[src/rtl/crk_pkg.sv]
// Shared types and codes for the region kind table.
package crk_pkg;

    localparam int DEFAULT_TABLE_DEPTH = 512;
    localparam int ADDR_W = 64;
    localparam int ENTRY_INDEX_W = 9;

    // Request codes on the input channel
    localparam logic [1:0] REQ_CLEAR  = 2'd0;
    localparam logic [1:0] REQ_ADD    = 2'd1;
    localparam logic [1:0] REQ_LOOKUP = 2'd2;

    // Result status codes
    localparam logic [2:0] ST_DONE    = 3'd0;
    localparam logic [2:0] ST_MERGED  = 3'd1;
    localparam logic [2:0] ST_INVALID = 3'd2;
    localparam logic [2:0] ST_FULL    = 3'd3;
    localparam logic [2:0] ST_MISS    = 3'd4;

    // Operation class decided by the front end
    typedef enum logic [1:0] {
        OP_CLEAR  = 2'd0,
        OP_ADD    = 2'd1,
        OP_LOOKUP = 2'd2,
        OP_REJECT = 2'd3
    } op_t;

    // Classified command held in the queue
    typedef struct packed {
        op_t               op;
        logic [ADDR_W-1:0] address;
        logic [ADDR_W-1:0] range_end;
        logic              kind;
    } cmd_t;

    // One stored region
    typedef struct packed {
        logic [ADDR_W-1:0] start_addr;
        logic [ADDR_W-1:0] end_addr;
        logic              kind;
    } entry_t;

endpackage

[src/rtl/crk_if.sv]
// Request and response channel interfaces of the region kind table.
interface crk_req_if;
    import crk_pkg::*;
    logic                valid;
    logic                ready;
    logic [1:0]          req_type;
    logic [ADDR_W-1:0]   address;
    logic [ADDR_W-1:0]   range_end;
    logic                new_kind;

    modport source (output valid, req_type, address, range_end, new_kind, input ready);
    modport sink   (input valid, req_type, address, range_end, new_kind, output ready);
endinterface


[src/rtl/crk_front.sv]
// Front end: accepts requests, classifies them and queues them for the back end.
module crk_front
    import crk_pkg::*;
(
    input  logic      clk,
    input  logic      rst_n,
    crk_req_if.sink   req,
    output logic      q_valid,
    input  logic      q_ready,
    output cmd_t      q_cmd
);

    cmd_t       fifo_reg [2];
    logic       wr_ptr_reg, wr_ptr_next;
    logic       rd_ptr_reg, rd_ptr_next;
    logic [1:0] cnt_reg, cnt_next;
    cmd_t       cls;
    logic       push, pop;

    // Classification: bad adds and the unused code become rejects
    always_comb
    begin
        cls.address   = req.address;
        cls.range_end = req.range_end;
        cls.kind      = req.new_kind;
        unique case (req.req_type)
            REQ_CLEAR:  cls.op = OP_CLEAR;
            REQ_ADD:    cls.op = (req.address == '0 || req.range_end <= req.address)
                                 ? OP_REJECT : OP_ADD;
            REQ_LOOKUP: cls.op = OP_LOOKUP;
            default:    cls.op = OP_REJECT;
        endcase
    end

    assign req.ready = (cnt_reg != 2'd2);
    assign push      = req.valid && req.ready;
    assign q_valid   = (cnt_reg != 2'd0);
    assign pop       = q_valid && q_ready;
    assign q_cmd     = fifo_reg[rd_ptr_reg];

    // Queue pointers
    always_comb
    begin
        wr_ptr_next = wr_ptr_reg ^ push;
        rd_ptr_next = rd_ptr_reg ^ pop;
        cnt_next    = cnt_reg + {1'b0, push} - {1'b0, pop};
    end

    always_ff @(posedge clk or negedge rst_n)
    begin
        if (!rst_n)
        begin
            wr_ptr_reg <= 1'b0;
            rd_ptr_reg <= 1'b0;
            cnt_reg    <= 2'd0;
        end
        else
        begin
            wr_ptr_reg <= wr_ptr_next;
            rd_ptr_reg <= rd_ptr_next;
            cnt_reg    <= cnt_next;
        end
    end

    // Queue storage
    always_ff @(posedge clk)
    begin
        if (push)
            fifo_reg[wr_ptr_reg] <= cls;
    end

endmodule

[src/flat_wrapper.sv]
// flat-port wrapper written by rule: the top's interface ports become plain ports
module crk_front_flat import crk_pkg::*;
  (clk, rst_n, q_valid, q_ready, q_cmd, req_valid, req_req_type, req_address, req_range_end, req_new_kind, req_ready);
  crk_req_if req_i ();
  input  logic clk;
  input  logic rst_n;
  output logic q_valid;
  input  logic q_ready;
  output cmd_t q_cmd;
  input wire logic [$bits(req_i.valid)-1:0] req_valid;
  input wire logic [$bits(req_i.req_type)-1:0] req_req_type;
  input wire logic [$bits(req_i.address)-1:0] req_address;
  input wire logic [$bits(req_i.range_end)-1:0] req_range_end;
  input wire logic [$bits(req_i.new_kind)-1:0] req_new_kind;
  output wire logic [$bits(req_i.ready)-1:0] req_ready;
  assign req_i.valid = req_valid;
  assign req_i.req_type = req_req_type;
  assign req_i.address = req_address;
  assign req_i.range_end = req_range_end;
  assign req_i.new_kind = req_new_kind;
  assign req_ready = req_i.ready;
  crk_front u_core (.clk(clk), .rst_n(rst_n), .req(req_i), .q_valid(q_valid), .q_ready(q_ready), .q_cmd(q_cmd));
endmodule
[config.mk]
export PLATFORM = sky130hd
export DESIGN_NAME = crk_front_flat
export DESIGN_NICKNAME = d
export VERILOG_FILES = /design/src/rtl/crk_pkg.sv /design/src/rtl/crk_if.sv /design/src/rtl/crk_front.sv /design/src/flat_wrapper.sv
export SDC_FILE = /design/constraint.sdc
export NUM_CORES = 1
export LEC_CHECK = 0
export BUFFER_PORTS_ARGS = -buffer_cell sky130_fd_sc_hd__clkbuf_2
export CORE_MARGIN = 2
export CORE_UTILIZATION = 30
export CTS_BUF_LIST = sky130_fd_sc_hd__clkbuf_4
export DETAILED_ROUTE_END_ITERATION = 6
export PLACE_DENSITY = 0.47
export SLEW_MARGIN = 20
export SYNTH_ARGS = -nofsm -noshare
export SYNTH_HDL_FRONTEND = slang
export SYNTH_SLANG_ARGS = --single-unit
[constraint.sdc]
create_clock -name clk -period 10.1 [get_ports clk]
set_input_delay 2.525 -clock clk [delete_from_list [all_inputs] [get_ports clk]]
set_output_delay 2.525 -clock clk [all_outputs]
set_load 0.03 [all_outputs]
# Yosys cells after proc, flatten, opt, wreduce, memory -nomap -nowiden
# Memory sizes are Yosys's and may differ from the RTL's.
# Index checks and enable logic that the tools add are counted.
dict set report totals {
  ff_bits 4
  ramBits 262
  in_bits 135
  out_inout_bits 133
  elab_cells 22
  mem_count 1
}
dict set report op_classes {
  n_addsub 2
  n_lt_le_gt_ge 1
  n_eq_ne 3
  n_mux 4
  n_bitwise 2
  n_reduce_logical 6
}
# name words word_bits rd rd_clocked_by_memory_dff write_ports line
set mem_list {}
lappend mem_list {u_core.fifo_reg 2 131 1 0 1 crk_front.sv:13} ;# cmd_t fifo_reg [2];
# cell n
set ops {}
lappend ops {{less-or-equal comparator 64 bit} 1}
lappend ops {{logical NOT 64 bit} 1}
lappend ops {{one-hot mux 2 bit (3 select lines)} 1}
lappend ops {{adder 2 x 1 -> 2 bit} 1}
lappend ops {{equality test 2 x 1 -> 1 bit (second input constant)} 1}
lappend ops {{equality test 2 bit (second input constant)} 1}
lappend ops {{logical AND 1 bit} 2}
lappend ops {{logical NOT 2 bit} 1}
lappend ops {{2-to-1 mux 1 bit} 2}
lappend ops {{2-to-1 mux 2 bit} 1}
lappend ops {{inequality test 2 bit (second input constant)} 1}
lappend ops {{nonzero test 2 bit} 1}
lappend ops {{subtractor 2 x 1 -> 2 bit} 1}
lappend ops {{XOR 1 bit} 2}
lappend ops {{logical OR 1 bit} 1}

# Logic depth before layout (Yosys ltp)
# Gate-level depths: netlist of run 1.
dict set report depth {
  depth_word 4
  mapped_depth 8
  mapped_depth_nobuf 8
}

# Worst setup path after synthesis of run 1
# No wires, ideal clock.
dict set report synth_path {
  kind {input -> register}
  from {input req_valid}
  to {memory u_core.fifo_reg[1][0] (netlist name) (enable)}
  arrival_ns 5.752
  required_ns 9.593
  path_slack_ns 3.841
  path_stages 2
  path_buffers 0
  path_cell_list {and2_1 -> ha_1}
}
dict set report synth_via {
  elab_chain_len 3
}
# element line
set synth_lines {}
lappend synth_lines {{start, declared} flat_wrapper.sv:10} ;# input wire logic [$bits(req_i.valid)-1:0] req_valid;
lappend synth_lines {{logical AND 1 bit} crk_front.sv:36} ;# assign push = req.valid && req.ready;
lappend synth_lines {{2-to-1 mux 1 bit} crk_front.sv:68} ;# if (push)
lappend synth_lines {{2-to-1 mux 1 bit (not written as such)} crk_front.sv:69} ;# fifo_reg[wr_ptr_reg] <= cls;
lappend synth_lines {{end, declared} crk_front.sv:13}
# No other way between the ends.

==> results of run 1 <==
[routing by layer]
metal,vias up,track usage [%],wire length [µm]
met1,3397,18.4,13100
met2,209,23.6,14100
met5,-,0,0
met3,47,4.78,1830
li1,3331,-,-
met4,0,6.91,691
[cell usage after synthesis, drive strengths merged]
master,count,area (µm²)
edfxtp,262,7870
mux2,131,1480
ha,68,851
inv,68,255
a21oi,25,125
nor4,18,119
nand4,17,106
nand2,15,56.3
buf,8,40.0
clkbuf,8,30.0
nand3,8,40.0
nor3,6,35.0
o21ai,6,30.0
a21o,5,37.5
dfrtp,4,100
a211oi,3,22.5
nor2,3,11.3
a221oi,2,17.5
and2,2,12.5
nand2b,2,12.5
xnor2,2,17.5
a2111oi,1,10.0
a21boi,1,7.51
a221o,1,10.0
a311o,1,10.0
a31oi,1,6.26
and4,1,8.76
nand4b,1,8.76
nor2b,1,13.8
o211ai,1,12.5
o221ai,1,8.76
o31ai,1,7.51
or2,1,6.26
or4,1,7.51
or4b,1,10.0
xor2,1,8.76
[report_power, final]
group	internal, mW	switching [mW]	total [mW]
combinational	0.476	1.02	1.49
clock	0.524	0.441	0.965
sequential	1.51	0.0624	1.57
total	2.51	1.52	4.03
[through the flow]
| stage | std cells | total power [mW] |
|---|---|---|
| floorplan | 678 | 2.67 |
| global placement | 1446 | 3.13 |
| detailed placement | 1446 | 3.13 |
| CTS | 1574 | 4.14 |
| global route | 1576 | 4.27 |
| finish | 1576 | 4.03 |
[cells by family (layout without fill, tap and decap cells)]
logic type | count (synthesis) | count (layout)
AOI/OAI and AO/OA | 49 | 49
xor gates and xnor gates | 3 | 3
adders and majority gates | 68 | 68
buffers and inverters | 84 | 469
DFF | 266 | 266
muxes | 131 | 131
other | 0 | 2
and+or+nand+nor | 77 | 77
[worst max-delay path by stage]
stage	to	start	cells after the start
after floorplan	u_core.fifo_reg[1][0]	req_valid	2
after global placement	u_core.fifo_reg[0][130]	req_address[61]	9
after detailed placement	u_core.fifo_reg[0][130]	req_address[62]	9
after CTS	q_cmd[80]	u_core.rd_ptr_reg	3
after global routing	q_cmd[130]	u_core.rd_ptr_reg	3
final	q_cmd[80]	u_core.rd_ptr_reg	3
[final cells by class]
class                      count  area, µm²  share of cell area [%]
antenna                        2       5.00                  0.0350
clock buffer                 111        833                    5.82
clock inverter                17       91.3                   0.638
inverter                      68        255                    1.78
multi-input combinational    328       3130                    21.9
sequential                   266       7970                    55.7
tap                          511        639                    4.47
timing repair buffer         273       1380                    9.65
==> impl_metrics.yaml, run 1 <==
worst_setup_path:
  cp-end-kind: "output port"
  worstPathArrival_ns: 2.76
  slowest_delay_ns: 0.75
  cp_num_buf_inv: 2
  worstPathRequired_ns: 7.58
  crit_slowest_cell: "buf_4"
  critPathMaxFanout: 60
  crit_type: "flop to output port"
  crit_path_start_kind: "flop"
  reg2reg_slack_ns: 7.72
  r2r-end: "u_core.fifo_reg[0][73]"
  crit_family: "buffers and inverters"
  crit_chain: "buf_4, mux2_2, clkbuf_2"
  worstRegToRegCells: 4
  r2r_start: "u_core.cnt_reg[1]"
die:
  initial_core_util_pct: 30.3
  core_area_mm2: 0.0376
  rows: 71
  io-pin-count: 268
  design.die.area_mm2: 0.0396
  dieWidth_um: 199
  die_h_um: 199
drt:
  wirelength_um: 29700
  detail-route-antenna-nets: 0
  dr_total_vias: 6984
  vias_per_cell: 4.43
  drc: 0
  wire_per_inst_um: 18.9
  drt_iter0_drc: 245
  drt-pass1-iter-count: 6
run_status:
  status: "finished clean"
clock_tree:
  clock-root-buffer: "clkbuf_4"
  clk_pin_slew_ns: 0.06
  cts_sinks: 266
  insertion_delay_ns: 0.72
  cts_tree: "built"
  cts_buffers: 77
  post-cts-setup-buffer-count: 0
  post_cts_resized: 0
  ctsHoldBuffers: 0
  cts_max_level: 3
  clk_path_buf_depth: 3
sta:
  period_needed_ns: 5.29
  relSlewSlack_pct: 37.5
  setup_violations: 0
  worst_hold_slack_ns: 0.487
  worst_slack_ns: 4.81
  clock.fmax_mhz: 189
  worst_pin_slew_ns: 0.928
  fin_worst_skew_ns: 0.0254
  hold_violations: 0
  slew_violations: 0
  rsz0062_at_grt: "no"
  finalCritPeriodShare_pct: 52.3
  setup_tns_ns: 0
placed_design:
  dp_slack_ns: 4.97
  dpl-instance-area_mm2: 0.0134
  gp_congestion: 0.729
  io_buffers: 267
  hpwl_um: 20700
synthesis:
  synth-simple-area-share_pct: 3.93
  synth_top_family_by_area: "multiplexers"
  ys_seq_area_share_pct: 69.9
  syn_area_mm2: 0.0114
  synth-compound-area-share_pct: 2.68
  ys_ff_latch: 266
  syn_area_per_cell_um2: 16.8
  ys_types: 39
  syn_inst: 678
  synthXorXnorAreaFrac_pct: 0.231
  synth_fp_nets: 881
  synth.mux.area_fraction_pct: 12.9
  synth-adder-area-share_pct: 7.46
  ys_warn_count: 0
final_layout:
  final_cell_mix: "clkbuf_2, edfxtp_1, mux2_2"
  drive_gt1_share_pct: 49.7
  fillers: 3696
  final_core_util_pct: 38.1
  final_common_cell: "clkbuf_2"
  nets: 1217
  largest_reg_flops: 262
  final_area_mm2: 0.0143
  syn2layout_area_growth_pct: 25.5
power_and_ir_drop:
  vdd_drop_max_mv: 0.121
  p_leak_nw: 5.80
  powerDensity_mw_per_mm2: 282
global_routing:
  gr-usage-all-layers_pct: 14.9
  overflow: 0
  grt_max_degree: 61
  first_global_vias: 7062
  grt_pass1_wl_um: 42800
  antenna_found_initial: 2
min_path:
  holdPathEnd: "u_core.cnt_reg[1]"
  whs_path_depth: 1
  min_path_type: "flop to flop"
  hold_start: "u_core.cnt_reg[1]"
run:
  cap_violations: 0
No activity file was read; power rests on OpenSTA's default activity.
==> inputs of run 2 (changes only) <==
--- a/config.mk
+++ b/config.mk
@@ -5,6 +5,7 @@
 export SDC_FILE = /design/constraint.sdc
 export NUM_CORES = 1
 export LEC_CHECK = 0
+export ABC_AREA = 1
 export BUFFER_PORTS_ARGS = -buffer_cell sky130_fd_sc_hd__clkbuf_2
 export CORE_MARGIN = 2
 export CORE_UTILIZATION = 30
==> constraint.sdc (replaced) <==
create_clock -name clk -period 5.36 [get_ports clk]
set_input_delay 1.34 -clock clk [delete_from_list [all_inputs] [get_ports clk]]
set_output_delay 1.34 -clock clk [all_outputs]
set_load 0.03 [all_outputs]
==> run 2 against run 1 <==
Compared with the run above:
- clock skew grew 0.0080 ns
- design area increased by 1.7%
- clock power is 94% higher
- via count is 17% higher
- setup slack got worse by 3.4 ns
- worst hold slack got worse by 0.052 ns
- largest power group is now combinational cells
- count of clock-buffer cells in the layout grew 5
- wire length grew 1.0%
- flip-flop and latch count is the same
- sequential power is 87% higher
==> impl_metrics.yaml, run 2 <==
die:
  rows: 72
  core_area_mm2: 0.0384
  dieWidth_um: 201
  initial_core_util_pct: 30.2
  die_h_um: 201
  design.die.area_mm2: 0.0402
  io-pin-count: 268
run:
  cap_violations: 0
sta:
  period_needed_ns: 3.98
  rsz0062_at_grt: "no"
  setup_tns_ns: 0
  hold_violations: 0
  worst_pin_slew_ns: 0.825
  slew_violations: 0
  setup_violations: 0
  clock.fmax_mhz: 251
  fin_worst_skew_ns: 0.0335
  finalCritPeriodShare_pct: 74.2
  relSlewSlack_pct: 45.0
  worst_hold_slack_ns: 0.435
power_and_ir_drop:
  p_leak_nw: 6.69
  combPwrFrac_pct: 40.2
  vdd_drop_max_mv: 0.272
  switchingPower_mw: 3.42
  swShare_pct: 42.5
  pwr-share-clk_pct: 23.2
  seq_power_share_pct: 36.6
  powerDensity_mw_per_mm2: 552
  p_int_mw: 4.62
drt:
  drt_iter0_drc: 311
  vias_per_cell: 4.25
  wire_per_inst_um: 15.6
  wirelength_um: 30000
  drc: 0
  drt-pass1-iter-count: 4
  detail-route-antenna-nets: 0
  dr_total_vias: 8169
global_routing:
  antenna_found_initial: 2
  overflow: 0
  gr-usage-all-layers_pct: 15.0
  first_global_vias: 8058
  grt_max_degree: 87
  grt_pass1_wl_um: 45800
synthesis:
  synthXorXnorAreaFrac_pct: 0.227
  synth.mux.area_fraction_pct: 0
  synth-compound-area-share_pct: 1.99
  syn_area_per_cell_um2: 11.4
  synth.top_cells.by_area: "edfxtp_1, nand2_1, ha_1, inv_1, a21oi_1"
  synth-edff-count: 262
  synth_fp_nets: 1222
  ys_types: 28
  yosys.area.top_type: "edfxtp_1"
  ys_seq_area_share_pct: 68.7
  syn_area_mm2: 0.0116
  async_flop_share_pct: 1.50
  syn_inst: 1019
  synthFlopType: "edfxtp_1"
  ys_ff_latch: 266
  yosys-top-cells-count: "nand2_1, edfxtp_1, inv_1, ha_1, a21oi_1"
  ys_warn_count: 0
  synth_top_family_by_area: "simple AND/OR/NAND/NOR gates"
  synth-simple-area-share_pct: 17.9
  synth_top_cell_area_share_pct: 67.9
  synth_most_common_cell: "nand2_1"
  synth-adder-area-share_pct: 7.34
worst_setup_path:
  worstPathRequired_ns: 4.02
  crit_type: "flop to output port"
  critPathMaxFanout: 86
  cp-end-kind: "output port"
  crit_path_start_kind: "flop"
  worstPathArrival_ns: 2.64
min_path:
  min_path_type: "input pin to asynchronous set/reset pin"
final_layout:
  final_common_cell: "nand2_1"
  final_cell_mix: "nand2_1, clkbuf_2, edfxtp_1"
  syn2layout_area_growth_pct: 25.6
  nets: 1545
  drive_gt1_share_pct: 29.4
  largest_reg_flops: 262
clock_tree:
  cts_buffers: 76
  post_cts_resized: 0
  cts_tree: "built"
  cts_max_level: 3
  ctsHoldBuffers: 0
  post-cts-setup-buffer-count: 0
  insertion_delay_ns: 0.71
  clk_path_buf_depth: 3
  cts_sinks: 266
  clk_pin_slew_ns: 0.06
  clock-root-buffer: "clkbuf_4"
run_status:
  status: "finished clean"
placed_design:
  hpwl_um: 20600
  io_buffers: 267
  gp_congestion: 0.762
-- run 2: cell types whose count changed after synthesis, moves of 4 or more --
cell      previous run  this run
nand2_1             15       472
inv_1               68        83
nor2_2               0         4
nor3_1               5         1
buf_2                8        13
clkbuf_1             8        16
nand4_1             17         4
nor2_1               3        18
mux2_2             131         0
a21oi_1             25        29
-- run 2: cells by family (layout without fill, tap and decap cells) --
kind of cell    after synthesis  after routing
buf+inv                     114            495
compound gates               42             42
fa+ha+maj                    68             68
simple gates                526            526
flops                       266            266
xor+xnor                      3              3
other cells                   0              2
-- run 2: cell type report --
cell class                 count  area [µm²]
timing repair buffer         275        1430
clock buffer                 116         871
sequential                   266        7970
clock inverter                20         104
fill                        3887       23800
antenna                        2        5.00
inverter                      84         318
tap                          518         648
multi-input combinational    639        3200
-- run 2: worst paths after layout --
kind | to | startpoint | slack, ns | depth (start not counted)
min in group clk | u_core.cnt_reg[1] | u_core.cnt_reg[1] | 0.64 | 2
worst max-delay path | q_cmd[28] | u_core.rd_ptr_reg | 1.38 | 5
max in group asynchronous | u_core.rd_ptr_reg | rst_n | 4.77 | 1
worst min register to register | u_core.cnt_reg[1] | u_core.cnt_reg[1] | 0.64 | 2
worst min-delay path | u_core.cnt_reg[0] | rst_n | 0.43 | 1
worst max register to register | u_core.fifo_reg[0][54] | u_core.cnt_reg[1] | 2.92 | 3
-- run 2: power groups by stage --
| stage | Combinational, mW | Sequential [mW] | Clock (mW) |
|---|---|---|---|
| finish | 3.23 | 2.94 | 1.87 |
| global route | 3.52 | 2.98 | 2.06 |
| CTS | 3.32 | 2.95 | 1.96 |
| detailed placement | 3.31 | 2.99 | 0 |
| global placement | 3.30 | 2.98 | 0 |
| floorplan | 2.16 | 3.03 | 0 |
-- run 2: critical path, stage by stage (launching register included) --
cell	delay, ns
dfrtp_4	0.50
inv_4	0.42
buf_12	0.41
nand2_1	0.09
nand2_1	0.13
clkbuf_2	0.23
-- run 2: metal layers --
layer | vias up | routed length, µm | share of wire [%] | GRT usage [%]
met3 | 54 | 2150 | 7.2 | 4.89
met4 | 0 | 751 | 2.5 | 6.98
met1 | 3753 | 13100 | 44 | 18.6
li1 | 4112 | - | - | -
met5 | - | 0 | 0 | 0
met2 | 250 | 14000 | 47 | 23.7
-- run 2: metrics by stage --
stage | setup WS [ns] | total power [mW] | utilization, % | cell area [µm²] | cells
global placement | 1.86 | 6.28 | 35.4 | 13600 | 1782
detailed placement | 1.85 | 6.30 | 35.4 | 13600 | 1782
global route | 1.11 | 8.56 | 37.9 | 14600 | 1920
floorplan | 0.0904 | 5.19 | - | 11600 | 1019
CTS | 1.23 | 8.22 | 37.9 | 14600 | 1918
finish | 1.38 | 8.04 | 37.9 | 14600 | 1920
==> inputs of run 3 (changes only) <==
==> constraint.sdc (replaced) <==
create_clock -name clk -period 3.85 [get_ports clk]
set_input_delay 0.9625 -clock clk [delete_from_list [all_inputs] [get_ports clk]]
set_output_delay 0.9625 -clock clk [all_outputs]
set_load 0.03 [all_outputs]
==> run 3 against run 2 <==
Compared with the run above:
- flip-flop and latch count stayed put
- first-iteration DRC count is 17% higher
- global-route usage is 0.28 points higher
==> impl_metrics.yaml, run 3 (synthesis gave the netlist of run 2 again) <==
power_and_ir_drop:
  p_int_mw: 6.60
  pwr-share-clk_pct: 24.0
  seq_power_share_pct: 36.5
  switchingPower_mw: 4.77
  swShare_pct: 42.0
  vdd_drop_max_mv: 0.357
  p_leak_nw: 6.75
  powerDensity_mw_per_mm2: 775
  combPwrFrac_pct: 39.5
sta:
  worst_pin_slew_ns: 0.788
  rsz0062_at_grt: "no"
  slew_violations: 0
  hold_violations: 0
  period_needed_ns: 3.43
  clock.fmax_mhz: 291
  worst_hold_slack_ns: 0.465
  setup_tns_ns: 0
  setup_violations: 0
  fin_worst_skew_ns: 0.0365
  relSlewSlack_pct: 47.0
  finalCritPeriodShare_pct: 89.2
placed_design:
  gp_congestion: 0.769
  io_buffers: 267
  hpwl_um: 21300
die:
  die_h_um: 201
  initial_core_util_pct: 30.2
  io-pin-count: 268
  design.die.area_mm2: 0.0402
  dieWidth_um: 201
  rows: 72
  core_area_mm2: 0.0384
run_status:
  status: "finished clean"
final_layout:
  nets: 1548
  final_common_cell: "nand2_1"
  syn2layout_area_growth_pct: 26.7
  multi_input_area_mm2: 0.00320
  drive_gt1_share_pct: 29.8
  final_cell_mix: "nand2_1, clkbuf_2, edfxtp_1"
  largest_reg_flops: 262
  fillers: 3894
  final-seq-area_mm2: 0.00797
drt:
  drt-pass1-iter-count: 5
  wire_per_inst_um: 15.8
  wirelength_um: 30400
  drt_iter0_drc: 363
  dr_total_vias: 8213
  met3_length_um: 2300
  vias_per_cell: 4.27
  drc: 0
  detail-route-antenna-nets: 0
  wl_met2_um: 14200
  met1Wirelength_um: 13300
  highest_layer: "met4"
clock_tree:
  cts_tree: "built"
  cts_sinks: 266
  cts_buffers: 76
  cts_max_level: 3
  ctsHoldBuffers: 1
  post_cts_resized: 0
  clk_path_buf_depth: 3
  insertion_delay_ns: 0.70
  clk_pin_slew_ns: 0.06
  clock-root-buffer: "clkbuf_4"
  post-cts-setup-buffer-count: 0
min_path:
  hold_start: "req_new_kind"
  whs_path_depth: 1
  min_path_type: "input pin to flop"
  holdPathEnd: "u_core.fifo_reg[1][0]"
global_routing:
  first_global_vias: 8069
  grt_pass1_wl_um: 47000
  grt_max_degree: 67
  antenna_found_initial: 2
  overflow: 0
  gr-usage-all-layers_pct: 15.2
worst_setup_path:
  crit_path_start_kind: "flop"
  worstPathRequired_ns: 2.89
  cpMostUsedCell: "nand2_1"
  startpoint: "u_core.rd_ptr_reg"
  crit_family: "buffers and inverters"
  crit_chain: "inv_4, buf_4, nand2_1, nand2_1, clkbuf_2"
  cp-end-kind: "output port"
  worstRegToRegCells: 3
  reg2reg_slack_ns: 1.60
  r2r_start: "u_core.cnt_reg[1]"
  crit_type: "flop to output port"
  worstPathArrival_ns: 2.47
  critPathMaxFanout: 34
  r2r-end: "u_core.fifo_reg[1][91]"
  cp_num_buf_inv: 3
  slowest_delay_ns: 0.63
  crit_slowest_cell: "dfrtp_4"
run:
  cap_violations: 0
-- run 3: cell count changes in the layout (fill, tap and decap cells not counted), sizes merged --
cell	change
bufinv	+1
buf	+2
inv	-2
clkinv	-3
dlygate4sd3	+1
clkbuf	+5
-- run 3: layout make-up --
cell class                      instances  area share [%]
Inverter                               84            2.16
Clock inverter                         16           0.793
Sequential cell                       266            54.3
Timing Repair Buffer                  278            10.3
Antenna cell                            2          0.0341
Multi-Input combinational cell        639            21.8
Clock buffer                          121            6.19
Tap cell                              518            4.41
-- run 3: through the flow --
step	cells	setup WS [ns]	utilization, %	cell area (µm²)	total power [mW]
finish	1924	0.415	38.3	14700	11.4
global route	1924	0.154	38.3	14700	12.1
CTS	1922	0.254	38.2	14700	11.6
detailed placement	1784	0.908	35.5	13600	8.81
global placement	1784	0.895	35.5	13600	8.81
floorplan	1019	-1.04	-	11600	7.23
-- run 3: how the worst max path moves through the flow --
stage / endpoint / slack, ns / cells past startpoint
2_1_floorplan: u_core.fifo_reg[1][0] / -1.04 / 2
3_3_place_gp: u_core.fifo_reg[1][92] / 0.89 / 4
3_5_place_dp: u_core.fifo_reg[1][90] / 0.91 / 4
4_1_cts: q_cmd[104] / 0.25 / 5
5_1_grt: q_cmd[44] / 0.15 / 5
6_report: q_cmd[104] / 0.42 / 5
-- run 3: routing by layer --
metal / up-vias / global-route usage [%]
li1: 4117 / -
met1: 3798 / 19.4
met2: 254 / 23.7
met3: 44 / 5.47
met4: 0 / 6.11
met5: - / 0
-- run 3: power by group through the flow --
stage | Combinational, mW | Clock (mW) | Sequential, mW
global placement | 4.60 | 0 | 4.21
CTS | 4.62 | 2.85 | 4.15
finish | 4.49 | 2.73 | 4.15
floorplan | 3.01 | 0 | 4.22
global route | 4.92 | 3.00 | 4.21
detailed placement | 4.60 | 0 | 4.21
